===== src/rtl/column_perfect_square_finder_core_macros.svh =====
// ----------------------------------------------------------------------------
// column perfect square finder assertion macros
// shared concurrent assertion forms, clocked and held off during reset
// ----------------------------------------------------------------------------
`ifndef COLUMN_PERFECT_SQUARE_FINDER_CORE_MACROS_SVH
`define COLUMN_PERFECT_SQUARE_FINDER_CORE_MACROS_SVH

// same-cycle implication
`define CPSF_ASSERT_IMPL(label, clk, rst_n, ante, cons) \
	label: assert property (@(posedge clk) disable iff (!(rst_n)) (ante) |-> (cons)) \
		else $error("cpsf assertion failed");

// next-cycle implication
`define CPSF_ASSERT_NEXT(label, clk, rst_n, ante, cons) \
	label: assert property (@(posedge clk) disable iff (!(rst_n)) (ante) |=> (cons)) \
		else $error("cpsf assertion failed");

`endif


===== src/rtl/cpsf_pkg.sv =====
// ----------------------------------------------------------------------------
// cpsf_pkg
// shared constants and types of the column perfect square finder
// ----------------------------------------------------------------------------
package cpsf_pkg;

	localparam int MAX_COLUMNS = 64;
	localparam int COL_W       = 6;
	localparam int COUNT_W     = 7;
	localparam int VALUE_W     = 32;
	localparam int ROOT_W      = VALUE_W / 2;
	localparam int REM_W       = ROOT_W + 1;
	localparam int ROOT_STEPS  = VALUE_W / 2;
	localparam int STEP_W      = 4;
	localparam int IN_TDATA_W  = 40;
	localparam int OUT_TDATA_W = 8;

	localparam logic [COUNT_W-1:0] COUNT_RESET = 7'd64;

	typedef enum logic [1:0] {
		ST_IDLE,
		ST_ROOT,
		ST_CHECK,
		ST_SCAN
	} state_t;

endpackage


===== src/rtl/column_perfect_square_finder_core.sv =====
// ----------------------------------------------------------------------------
// column_perfect_square_finder_core
// elements come in on the s_ stream with their column and a last mark; each is
// tested for being a perfect square by an exact integer square root, two bits
// per cycle, and the hit is ORed into a per-column flag. on the last element
// the flagged columns below column_count go out on the m_ stream in ascending
// order, the final one with m_tlast, or one transfer with m_tuser set when none
// is flagged; the flags are then empty again.
// an element is taken in the accept cycle, then runs 16 root iterations of the
// shared two-bit remainder unit; a last element then has a check state and, if
// any column is flagged, a scan up to the highest flagged one. the result sits
// in an output register, so a new element is taken while a result still waits;
// the column scan only pauses while the receiver stalls. reset clears the flags,
// the output valid and sets column_count to 64. the user must write column_count
// via cfg_we/cfg_wdata only while the block is idle; the block does not enforce it.
// ----------------------------------------------------------------------------
`include "column_perfect_square_finder_core_macros.svh"

module column_perfect_square_finder_core (
	input  logic                                  clk,
	input  logic                                  arst_n,
	input  logic                                  cfg_we,
	input  logic [cpsf_pkg::COUNT_W-1:0]          cfg_wdata,    // column_count
	input  logic                                  s_tvalid,
	output logic                                  s_tready,
	input  logic [cpsf_pkg::IN_TDATA_W-1:0]       s_tdata,      // element_value, column_index
	input  logic                                  s_tlast,      // last_element
	output logic                                  m_tvalid,
	input  logic                                  m_tready,
	output logic [cpsf_pkg::OUT_TDATA_W-1:0]      m_tdata,      // found_column
	output logic                                  m_tuser,      // none_found
	output logic                                  m_tlast       // last_of_run
);

	cpsf_pkg::state_t state_q, state_d;

	logic [cpsf_pkg::COUNT_W-1:0]     col_count_q;
	logic [cpsf_pkg::VALUE_W-1:0]     val_q;
	logic [cpsf_pkg::REM_W-1:0]       rem_q;
	logic [cpsf_pkg::ROOT_W-1:0]      root_q;
	logic [cpsf_pkg::STEP_W-1:0]      cnt_q;
	logic                             neg_q;
	logic                             last_q;
	logic [cpsf_pkg::COL_W-1:0]       col_q;
	logic [cpsf_pkg::MAX_COLUMNS-1:0] flags_q;
	logic [cpsf_pkg::COL_W-1:0]       scan_q;

	logic                             out_valid_q;
	logic [cpsf_pkg::COL_W-1:0]       out_col_q;
	logic                             out_none_q;
	logic                             out_last_q;

	logic [cpsf_pkg::REM_W+1:0]       rem_sh;
	logic [cpsf_pkg::REM_W+1:0]       trial;
	logic                             ge;
	logic [cpsf_pkg::REM_W-1:0]       rem_next;
	logic                             root_done;
	logic                             square;
	logic [cpsf_pkg::MAX_COLUMNS-1:0] flags_hit;
	logic [cpsf_pkg::MAX_COLUMNS-1:0] lim_mask;
	logic                             out_free;
	logic                             scan_step;
	logic                             load_out;
	logic [cpsf_pkg::COL_W-1:0]       out_col_d;
	logic                             out_none_d;
	logic                             out_last_d;

	// one remainder step: bring down two bits, try to subtract 4*root+1
	assign rem_sh    = {rem_q, val_q[cpsf_pkg::VALUE_W-1 -: 2]};
	assign trial     = {1'b0, root_q, 2'b01};
	assign ge        = (rem_sh >= trial);
	assign rem_next  = ge ? cpsf_pkg::REM_W'(rem_sh - trial) : cpsf_pkg::REM_W'(rem_sh);
	assign root_done = (cnt_q == cpsf_pkg::STEP_W'(cpsf_pkg::ROOT_STEPS - 1));

	// zero remainder after the last step means an exact root
	assign square    = !neg_q && (rem_next == '0);
	assign flags_hit = flags_q |
		(square ? (cpsf_pkg::MAX_COLUMNS'(1) << col_q) : '0);

	always_comb begin
		for (int i = 0; i < cpsf_pkg::MAX_COLUMNS; i++) begin
			lim_mask[i] = (cpsf_pkg::COUNT_W'(i) < col_count_q);
		end
	end

	assign out_free  = !out_valid_q || m_tready;
	assign scan_step = (state_q == cpsf_pkg::ST_SCAN) && (!flags_q[0] || out_free);

	always_ff @(posedge clk or negedge arst_n) begin
		if (!arst_n) begin
			state_q <= cpsf_pkg::ST_IDLE;
		end else begin
			state_q <= state_d;
		end
	end

	always_comb begin
		state_d    = state_q;
		s_tready   = 1'b0;
		load_out   = 1'b0;
		out_col_d  = scan_q;
		out_none_d = 1'b0;
		out_last_d = 1'b0;
		unique case (state_q)
			cpsf_pkg::ST_IDLE: begin
				s_tready = 1'b1;
				if (s_tvalid) begin
					state_d = cpsf_pkg::ST_ROOT;
				end
			end
			cpsf_pkg::ST_ROOT: begin
				if (root_done) begin
					state_d = last_q ? cpsf_pkg::ST_CHECK : cpsf_pkg::ST_IDLE;
				end
			end
			cpsf_pkg::ST_CHECK: begin
				if (flags_q == '0) begin
					if (out_free) begin
						load_out   = 1'b1;
						out_col_d  = '0;
						out_none_d = 1'b1;
						out_last_d = 1'b1;
						state_d    = cpsf_pkg::ST_IDLE;
					end
				end else begin
					state_d = cpsf_pkg::ST_SCAN;
				end
			end
			cpsf_pkg::ST_SCAN: begin
				if (flags_q[0] && out_free) begin
					load_out   = 1'b1;
					// nothing flagged above this column ends the listing
					out_last_d = (flags_q[cpsf_pkg::MAX_COLUMNS-1:1] == '0);
					if (out_last_d) begin
						state_d = cpsf_pkg::ST_IDLE;
					end
				end
			end
			default: begin
				state_d = cpsf_pkg::ST_IDLE;
			end
		endcase
	end

	always_ff @(posedge clk or negedge arst_n) begin
		if (!arst_n) begin
			col_count_q <= cpsf_pkg::COUNT_RESET;
			flags_q     <= '0;
			scan_q      <= '0;
			cnt_q       <= '0;
			out_valid_q <= 1'b0;
		end else begin
			if (cfg_we) begin
				col_count_q <= cfg_wdata;
			end
			if (state_q == cpsf_pkg::ST_IDLE && s_tvalid) begin
				cnt_q <= '0;
			end else if (state_q == cpsf_pkg::ST_ROOT) begin
				cnt_q <= cnt_q + 1'b1;
			end
			if (state_q == cpsf_pkg::ST_ROOT && root_done) begin
				flags_q <= last_q ? (flags_hit & lim_mask) : flags_hit;
				scan_q  <= '0;
			end else if (scan_step) begin
				flags_q <= flags_q >> 1;
				scan_q  <= scan_q + 1'b1;
			end
			if (load_out) begin
				out_valid_q <= 1'b1;
			end else if (m_tready) begin
				out_valid_q <= 1'b0;
			end
		end
	end

	// payload registers
	always_ff @(posedge clk) begin
		if (state_q == cpsf_pkg::ST_IDLE && s_tvalid) begin
			val_q  <= s_tdata[cpsf_pkg::VALUE_W-1:0];
			neg_q  <= s_tdata[cpsf_pkg::VALUE_W-1];
			col_q  <= s_tdata[cpsf_pkg::VALUE_W +: cpsf_pkg::COL_W];
			last_q <= s_tlast;
			rem_q  <= '0;
			root_q <= '0;
		end else if (state_q == cpsf_pkg::ST_ROOT) begin
			val_q  <= val_q << 2;
			rem_q  <= rem_next;
			root_q <= {root_q[cpsf_pkg::ROOT_W-2:0], ge};
		end
		if (load_out) begin
			out_col_q  <= out_col_d;
			out_none_q <= out_none_d;
			out_last_q <= out_last_d;
		end
	end

	assign m_tvalid = out_valid_q;
	assign m_tdata  = {{(cpsf_pkg::OUT_TDATA_W - cpsf_pkg::COL_W){1'b0}}, out_col_q};
	assign m_tuser  = out_none_q;
	assign m_tlast  = out_last_q;

	`CPSF_ASSERT_NEXT(a_busy_after_accept, clk, arst_n, s_tvalid && s_tready, !s_tready)
	`CPSF_ASSERT_IMPL(a_scan_has_flags, clk, arst_n, state_q == cpsf_pkg::ST_SCAN, flags_q != '0)
	`CPSF_ASSERT_NEXT(a_flags_empty_after_list, clk, arst_n,
		state_q == cpsf_pkg::ST_SCAN && state_d == cpsf_pkg::ST_IDLE, flags_q == '0)
	`CPSF_ASSERT_IMPL(a_none_is_single, clk, arst_n, m_tvalid && m_tuser,
		m_tlast && m_tdata == '0)

endmodule

===== config.mk =====
export PLATFORM = sky130hd
export DESIGN_NAME = column_perfect_square_finder_core
export DESIGN_NICKNAME = d
export VERILOG_FILES = /design/src/rtl/cpsf_pkg.sv /design/src/rtl/column_perfect_square_finder_core.sv
export VERILOG_INCLUDE_DIRS = /design/src /design/src/rtl
export SDC_FILE = /design/constraint.sdc
export NUM_CORES = 1
export LEC_CHECK = 0
export BUFFER_PORTS_ARGS = -buffer_cell sky130_fd_sc_hd__buf_2
export CAP_MARGIN = 20
export CORE_AREA = 2 2 128 130
export CTS_BUF_LIST = sky130_fd_sc_hd__clkbuf_4 sky130_fd_sc_hd__clkbuf_8
export DETAILED_ROUTE_END_ITERATION = 10
export DIE_AREA = 0 0 130 132
export PLACE_DENSITY = 0.75
export SLEW_MARGIN = 20
export SYNTH_ARGS = -nofsm -noshare
export SYNTH_HDL_FRONTEND = slang
export SYNTH_SLANG_ARGS = --single-unit
export TNS_END_PERCENT = 10

===== constraint.sdc =====
create_clock -name clk -period 3.9 [get_ports clk]
set_clock_uncertainty 0.1 [all_clocks]
set_input_delay 0.195 -clock clk [delete_from_list [all_inputs] [get_ports clk]]
set_output_delay 0.195 -clock clk [all_outputs]
set_load 0.05 [all_outputs]

==> results_dict.tcl, run 1 <==
set metrics [dict create \
    nets 1234 \
    diodes 0 \
    grt_pass1_vias 8296 \
    final.setup.tns_ps 0 \
    post-route-period-util_pct 94.0 \
    setup_violations 0 \
    hold_violations 0 \
    fmax_mhz 273 \
    ys_seq_area_share_pct 45.4 \
    synth-adder-area-share_pct 2.70 \
    min_period_ps 3670 \
    ys_ff_latch 165 \
    critPathCaptureType "flop" \
    worst_setup_path_start_kind "flop" \
    numCtsBuffers 17 \
    antenna_found_initial 0 \
    drtIter0Drc 1204 \
    dp_hpwl_um 17900 \
    dr.pass1.iters 6 \
    max-slew-margin-rel_pct 27.2 \
    port-buffer-count 60 \
    grt_first_pass_wirelength_um 43700 \
    drc 0 \
    core-area_mm2 0.0157 \
    synth_compound_area_share_pct 20.3 \
    worst_slew_pin_slew_ps 1080 \
    ir_drop_uv 344 \
    crit_type "flop to flop" \
    cts_tree "done" \
    initial_core_util_pct 59.0 \
    crit_family "compound AO/OA/AOI/OAI gates" \
    powerDensity_mw_per_mm2 665 \
    drtAntennaViolNets 0 \
    rsz0062_at_grt "false" \
    cts.sinks 165 \
    grt_max_degree 85 \
    cts_setup_buffers 0 \
    status "finished clean" \
    die_x_um 130 \
    dp.cells 1303 \
    clkTransAtPathRegs_ps 100 \
    dieArea_mm2 0.0172 \
    die_y_um 132 \
    critPathSlowestCell "o31ai_4" \
    synth_top_area_share_pct 22.4 \
    min-delay-path-class "primary input to flop" \
    cts_htree_levels 4 \
    synth_cells 1069 \
    final_layout_size_suffix_gt1_share_pct 11.9 \
    synth_area_leaders "dfrtp_1 22%, edfxtp_1 16%, dfxtp_1 7.1%, nand2_1 7.0%, o21ai_0 5.4%" \
    grt_remaining_overflow 0 \
    synth_warnings 0 \
    final_cell_count_no_fill 1390 \
    cp_max_fo 26 \
    synth_top_family_by_area "simple AND/OR/NAND/NOR gates" \
    root_buffer "clkbuf_8" \
    routabilityCongestion 0.994 \
    syn_area_mm2 0.00927 \
    synth-edff-count 48 \
    ys_types 63 \
    path_cells "inv_1 > ha_1 > nand2b_1 > a21o_1 > a31o_2 > o21ai_0 > xnor2_1 > nand4b_1 > o31ai_4 > buf_12 > nand4_1 > a211oi_1" \
    synth_common_cells "172 x nand2_1, 100 x o21ai_0, 83 x dfrtp_1, 76 x a21oi_1, 75 x nor2_1" \
    syn-mean-instance-area_um2 8.67 \
    vias 8913 \
    p_leak_nw 4.45 \
    fillers 1284 \
    rrSetupSlack_ps 230 \
    synth_most_common_cell "nand2_1" \
    crit_arrival_ps 3960 \
    routed_via_density 6.41 \
    synth-simple-area-share_pct 21.0 \
    num_rows 46 \
    synthArstFlopShare_pct 50.9 \
    synth_mux_area_share_pct 3.97 \
    synth_largest_area_cell "dfrtp_1" \
    synth_xor_area_share_pct 1.89 \
    area_delta_synth_final_pct 16.1 \
    wl_um 27200 \
    post_drt_wl_per_cell_um 19.5 \
    slew_viol_final 0 \
    ys.flop_type "dfrtp_1" \
    clock_path_buffers 2 \
    crit_buf_inv 2 \
    critPathRequiredTime_ps 4190 \
    ios 65 \
    grt.total_usage_pct 32.5 \
    clock_latency_ps 480 \
    maxCapViolCount 0 \
    slowest_delay_ps 750 \
]
stage by stage:
step                power, mW  utilization (%)  setup slack (ps)  area (um2)  hold WS [ps]
floorplan                4.94                -               806        9280          -201
global placement         5.71             62.5               392        9810           272
detailed placement       5.77             62.5               333        9810           273
CTS                      7.10             68.5               285       10800          1.18
global route             7.64             68.5              20.6       10800          9.25
finish                   7.16             68.5               233       10800          14.5
flip-flops by register name, indices dropped and copies added, names as in the netlist:
name         flops
cnt_q            4
col_count_q      7
col_q            6
flags_q         64
last_q           1
m_tlast          1
m_tuser          1
m_tvalid         1
neg_q            1
out_col_q        6
rem_q           17
root_q          16
scan_q           6
state_q          2
val_q           32
layer usage:
layer	part of all wire [%]	up-vias	track usage (%)	routed length (um)
met5	0	-	0	0
met3	9.1	86	7.14	2480
met2	46	502	50.3	12500
li1	-	4089	-	-
met1	41	4236	45.1	11200
met4	3.6	0	11.7	970
report_power, final:
part | total (mW) | internal (mW) | switching, mW
clock | 1.29 | 0.585 | 0.704
sequential | 2.46 | 2.17 | 0.293
combinational | 3.41 | 1.36 | 2.05
worst register-to-register path: stages, from the launching register on:
cell	delay (ps)
edfxtp_1	440
inv_1	90
ha_1	210
nand2b_1	170
a21o_1	180
a31o_2	250
o21ai_0	350
xnor2_1	220
nand4b_1	190
o31ai_4	750
buf_12	280
nand4_1	110
a211oi_1	250
area by class of cell:
class	count	area (um2)	share of cell area, %
clock buffers	17	234	2.17
repair buffers	141	1090	10.1
flip-flops and latches	165	4210	39.1
inverters	38	143	1.32
clock inverters	15	165	1.53
well taps	216	270	2.51
multi-input cells	798	4660	43.3
layout by cell type, fill, tap and decap left out, types with 8 or more instances in the layout:
master / instances
a211oi_1: 8
a21oi_1: 76
a31oi_1: 17
a41oi_1: 17
buf_2: 59
buf_4: 23
clkbuf_8: 17
dfrtp_1: 83
dfxtp_1: 33
dlygate4sd3_1: 55
edfxtp_1: 48
ha_1: 20
inv_1: 37
mux2i_1: 30
nand2_1: 171
nand3_1: 49
nand4_1: 35
nor2_1: 74
nor2b_1: 8
nor3_1: 14
nor4_1: 21
o21ai_0: 100
o221ai_1: 8
o22ai_1: 25
xnor2_1: 12
xor2_1: 8
final timing paths:
path,startpoint,endpoint,cells past startpoint
worst max-delay path,val_q[31],flags_q[4],12
min in group asynchronous,arst_n,cnt_q[2],2
worst min register to register,rem_q[15],rem_q[15],2
worst max register to register,val_q[31],flags_q[4],12
worst min-delay path,cfg_we,col_count_q[1],2
max in group asynchronous,arst_n,flags_q[52],2
logic make-up (layout without fill, tap and decap cells):
group,after synthesis,after routing
XOR/XNOR,20,20
other,1,2
multiplexers,35,35
flip-flops,165,165
AND/OR/NAND/NOR,418,418
AO/OA/AOI/OAI,303,303
buffers and inverters,107,211
adder cells (fa/ha/maj),20,20
repair_timing:
action | in CTS | in global routing
gates resized for setup | 0 | 0
hold buffers | 55 | 0
hold endpoints to repair | 131 | 0
Power figures use the tool's default switching activity.
==> run 2: changes to the inputs <==
GPL_TIMING_DRIVEN = 0   (was not set)
REMOVE_ABC_BUFFERS = 1   (was not set)
==> results_dict.tcl, run 2 (synthesis results as in run 1) <==
set metrics [dict create \
    worst_slew_pin_slew_ps 1050 \
    ios 65 \
    area_delta_synth_final_pct 16.2 \
    post_drt_wl_per_cell_um 19.4 \
    fin_area_mm2 0.0108 \
    cp_max_fo 23 \
    post-route-period-util_pct 95.4 \
    reg2reg_depth 13 \
    path_cells "inv_1 > ha_1 > a21oi_1 > o21ai_0 > a31oi_1 > o21ai_1 > a211o_4 > or4_1 > o31ai_4 > buf_8 > buf_8 > nand4_1 > a211oi_1" \
    critPathSlowestCell "or4_1" \
    drc 0 \
    ir_drop_uv 388 \
    worst_setup_path_start_kind "flop" \
    drtIter0Drc 1199 \
    dp_hpwl_um 17700 \
    p_leak_nw 4.43 \
    grt_pass1_vias 8431 \
    critPathCaptureType "flop" \
    cts_tree "done" \
    grt_first_pass_wirelength_um 43500 \
    maxCapViolCount 0 \
    crit_arrival_ps 4010 \
    clkTransAtPathRegs_ps 90 \
    antenna_found_initial 0 \
    largest_reg_flops 64 \
    rsz0062_at_grt "true" \
    slowest_delay_ps 580 \
    min_path_cells 3 \
    final_cell_count_no_fill 1381 \
    diodes 0 \
    cp_common_cell "buf_8" \
    initial_core_util_pct 59.0 \
    grt_remaining_overflow 0 \
    reg.largest.list "flags_q x64, val_q x32, rem_q x17" \
    drtAntennaViolNets 0 \
    final_layout_size_suffix_gt1_share_pct 11.7 \
    core-area_mm2 0.0157 \
    root_buffer "clkbuf_8" \
    top_register "flags_q" \
    slew_viol_final 0 \
    die_x_um 130 \
    numCtsBuffers 17 \
    cts.sinks 165 \
    layout_commonest_cell "nand2_1" \
    clock_path_buffers 2 \
    grt.total_usage_pct 32.3 \
    place_area_mm2 0.00979 \
    wl_um 26800 \
    status "finished clean" \
    final_cell_mix "169 x nand2_1, 100 x o21ai_0, 83 x dfrtp_1" \
    min_period_ps 3720 \
    routabilityCongestion 1.02 \
    vias 8839 \
    port-buffer-count 60 \
    critPathRequiredTime_ps 4190 \
    final_util_pct 68.5 \
    dr.pass1.iters 9 \
    report.power.total_mw 7.05 \
    max-slew-margin-rel_pct 29.5 \
    routed_via_density 6.40 \
    nets 1225 \
    dp.cells 1288 \
    clock_latency_ps 490 \
    dieArea_mm2 0.0172 \
    grt_max_degree 66 \
    hold_violations 0 \
    die_y_um 132 \
    crit_type "flop to flop" \
    powerDensity_mw_per_mm2 655 \
    setup_violations 0 \
    cts_htree_levels 4 \
    min-delay-path-class "primary input to flop" \
    fmax_mhz 269 \
    num_rows 46 \
]
## run 2: cell types whose count changed in the layout (fill, tap and decap cells not counted), sizes merged
cell / change
inv: -1
buf: -11
clkinvlp: +2
clkbuf: +1
dlygate4sd3: +2
bufinv: -2
## run 2: power by group
part           internal (mW)  switching [mW]
combinational           1.36            2.05
clock                  0.466           0.707
sequential              2.17           0.296
## run 2: final cells by class
type                    count  area, um2
repair buffers            132       1100
clock buffers              18        241
inverters                  38        144
flip-flops and latches    165       4210
fillers                  1270       4940
multi-input cells         798       4690
well taps                 216        270
clock inverters            14        119
## run 2: per-layer routing
metal  share of wire, %  track usage, %  vias up
met3                9.0            8.00       93
met2                 46            49.9      505
met1                 41            43.6     4168
met4                3.6            12.7        0
li1                   -               -     4073
met5                  0               0        -
## run 2: metrics by stage
stage | setup TNS [ps] | setup slack, ps | hold WS (ps)
6_report | 0 | 179 | 14.5
5_1_grt | -22.2 | -22.2 | 12.2
4_1_cts | 0 | 27.9 | 7.14
3_5_place_dp | -24900 | -666 | 69.1
3_3_place_gp | -388560 | -5600 | 271
2_1_floorplan | -146220 | -2580 | -201
## run 2: worst max-delay path, delay by kind of cell, from the launching register on
| family | cells | cell delay (ps) |
|---|---|---|
| flip-flops | 1 | 340 |
| AO/OA/AOI/OAI | 7 | 1700 |
| buffers and inverters | 3 | 450 |
| AND/OR/NAND/NOR | 2 | 670 |
| adder cells (fa/ha/maj) | 1 | 360 |
## run 2: repair_timing
| item | in CTS | in global routing |
|---|---|---|
| buffers inserted | 4 | 0 |
| hold buffers | 57 | 0 |
| pin swaps | 2 | 1 |
| endpoints found under the hold margin | 130 | 0 |
| setup endpoints to repair | 64 | 35 |
| resized for setup | 3 | 2 |
## run 2: final timing paths
path,start,to,slack (ps)
max,root_q[6],flags_q[4],180
min,m_tready,m_tvalid,10
max reg2reg,root_q[6],flags_q[4],180
min reg2reg,rem_q[15],rem_q[15],370
max in group asynchronous,arst_n,col_count_q[6],2920
min in group asynchronous,arst_n,flags_q[20],90
==> run 3: changes to the inputs <==
clock period = 4.1 ns   (was 3.9 ns; I/O delays follow)
==> results_dict.tcl, run 3 (synthesis results as in run 1) <==
set metrics [dict create \
    antenna_found_initial 0 \
    critPathCaptureType "flop" \
    cp_max_fo 23 \
    clock_path_buffers 2 \
    critPathSlowestCell "a211o_4" \
    worst_slew_pin_slew_ps 1080 \
    min_period_ps 3780 \
    p_leak_nw 4.42 \
    r2r_end "flags_q[42]" \
    powerDensity_mw_per_mm2 625 \
    drtAntennaViolNets 0 \
    cts.sinks 165 \
    ir_drop_uv 370 \
    clkTransAtPathRegs_ps 90 \
    slowest_delay_ps 410 \
    rr_startpoint "root_q[1]" \
    min_path_cells 2 \
    gr-usage-met2_pct 49.6 \
    critPathRequiredTime_ps 4360 \
    grt-busiest-layer "met2" \
    die_y_um 132 \
    grt.met3_usage_pct 7.31 \
    cts_tree "done" \
    hold_violations 0 \
    final_cell_mix "169 x nand2_1, 100 x o21ai_0, 83 x dfrtp_1" \
    max-slew-margin-rel_pct 27.7 \
    fmax_mhz 264 \
    routed_via_density 6.42 \
    status "finished clean" \
    port-buffer-count 60 \
    grt_use_met1_pct 43.2 \
    top_register "flags_q" \
    final_layout_size_suffix_gt1_share_pct 11.8 \
    min-delay-path-class "primary input to flop" \
    final.setup.tns_ps 0 \
    crit_type "flop to flop" \
    drtIter0Drc 1248 \
    root_buffer "clkbuf_8" \
    fillers 1280 \
    numCtsBuffers 17 \
    fin_area_mm2 0.0107 \
    drc 0 \
    dr.pass1.iters 6 \
    initial_core_util_pct 59.0 \
    grt_first_pass_wirelength_um 43200 \
    grt_pass1_vias 8376 \
    vias 8842 \
    place_area_mm2 0.00979 \
    num_rows 46 \
    worst_setup_path_start_kind "flop" \
    wl_um 26800 \
    core-area_mm2 0.0157 \
    diodes 0 \
    ios 65 \
    reg.largest.list "flags_q x64, val_q x32, rem_q x17" \
    slew_viol_final 0 \
    reg2reg_depth 13 \
    grt_remaining_overflow 0 \
    grt.total_usage_pct 32.0 \
    multiInputGateArea_mm2 0.00469 \
    largest_reg_flops 64 \
    area_delta_synth_final_pct 15.8 \
    dieArea_mm2 0.0172 \
    crit_arrival_ps 4040 \
    setup_violations 0 \
    hold_path_end "col_count_q[5]" \
    routabilityCongestion 1.02 \
    post_drt_wl_per_cell_um 19.5 \
    clock_latency_ps 480 \
    cts_htree_levels 4 \
    rrSetupSlack_ps 320 \
    regArea_mm2 0.00421 \
    rsz0062_at_grt "false" \
    maxCapViolCount 0 \
    layout_commonest_cell "nand2_1" \
    nets 1222 \
    die_x_um 130 \
    min_from "cfg_we" \
    post-route-period-util_pct 92.3 \
    grt_max_degree 66 \
    dp_hpwl_um 17700 \
    path_cells "inv_1 > ha_1 > o211ai_1 > o21ai_1 > o2111ai_2 > o21ai_1 > a211o_4 > inv_1 > o41ai_4 > buf_4 > buf_4 > nand3_2 > o41ai_2" \
]
## run 3: cell types whose count changed in the layout (fill, tap and decap cells not counted), sizes merged
cell,delta
buf,+1
dlygate4sd3,-4
## run 3: worst max path at each step
stage / from / endpoint / slack (ps) / cells after the start
3_5_place_dp: root_q[1] / flags_q[42] / -470 / 12
6_report: root_q[1] / flags_q[42] / 320 / 13
3_3_place_gp: root_q[0] / flags_q[42] / -5400 / 11
2_1_floorplan: root_q[1] / flags_q[42] / -2380 / 11
5_1_grt: root_q[1] / flags_q[42] / 120 / 13
4_1_cts: val_q[30] / flags_q[42] / 30 / 11
## run 3: timing repair
item | 4_1_cts | 5_1_grt
setup endpoints to repair | 64 | 16
buffers inserted | 0 | 5
gates resized for setup | 3 | 2
pin swaps | 2 | 2
endpoints found under the hold margin | 130 | 0
hold buffers | 53 | 0
## run 3: worst max-delay path, delay by kind of cell (launching register included)
family                   cells  cell delay (ps)
AND/OR/NAND/NOR              1              150
AO/OA/AOI/OAI                7             2040
buffers and inverters        4              680
flip-flops                   1              350
adder cells (fa/ha/maj)      1              360
## run 3: power breakdown
part	internal, mW	switching [mW]
sequential	2.06	0.282
combinational	1.29	1.97
clock	0.443	0.670
total	3.80	2.92
## run 3: area by class of cell
class | instances | area share, %
clock inverters | 14 | 1.11
inverters | 38 | 1.34
repair buffers | 129 | 9.90
well taps | 216 | 2.52
multi-input cells | 798 | 43.7
clock buffers | 18 | 2.25
flip-flops and latches | 165 | 39.2
## run 3: routing by layer
metal  routed length [um]  up-vias
met5                    0        -
met4                 1070        0
met3                 2280      102
met2                12300      491
met1                11200     4180
li1                     -     4069
## run 3: through the flow
stage / instances / hold WS (ps) / total power, mW / setup slack, ps / util [%]
2_1_floorplan: 1001 / -191 / 4.65 / -2380 / -
3_5_place_dp: 1288 / 79.1 / 5.48 / -466 / 62.3
5_1_grt: 1378 / 32.9 / 7.19 / 116 / 68.3
3_3_place_gp: 1277 / 281 / 5.33 / -5400 / 60.8
6_report: 1378 / 25.5 / 6.71 / 316 / 68.3
4_1_cts: 1373 / 1.41 / 6.64 / 31.2 / 68.0
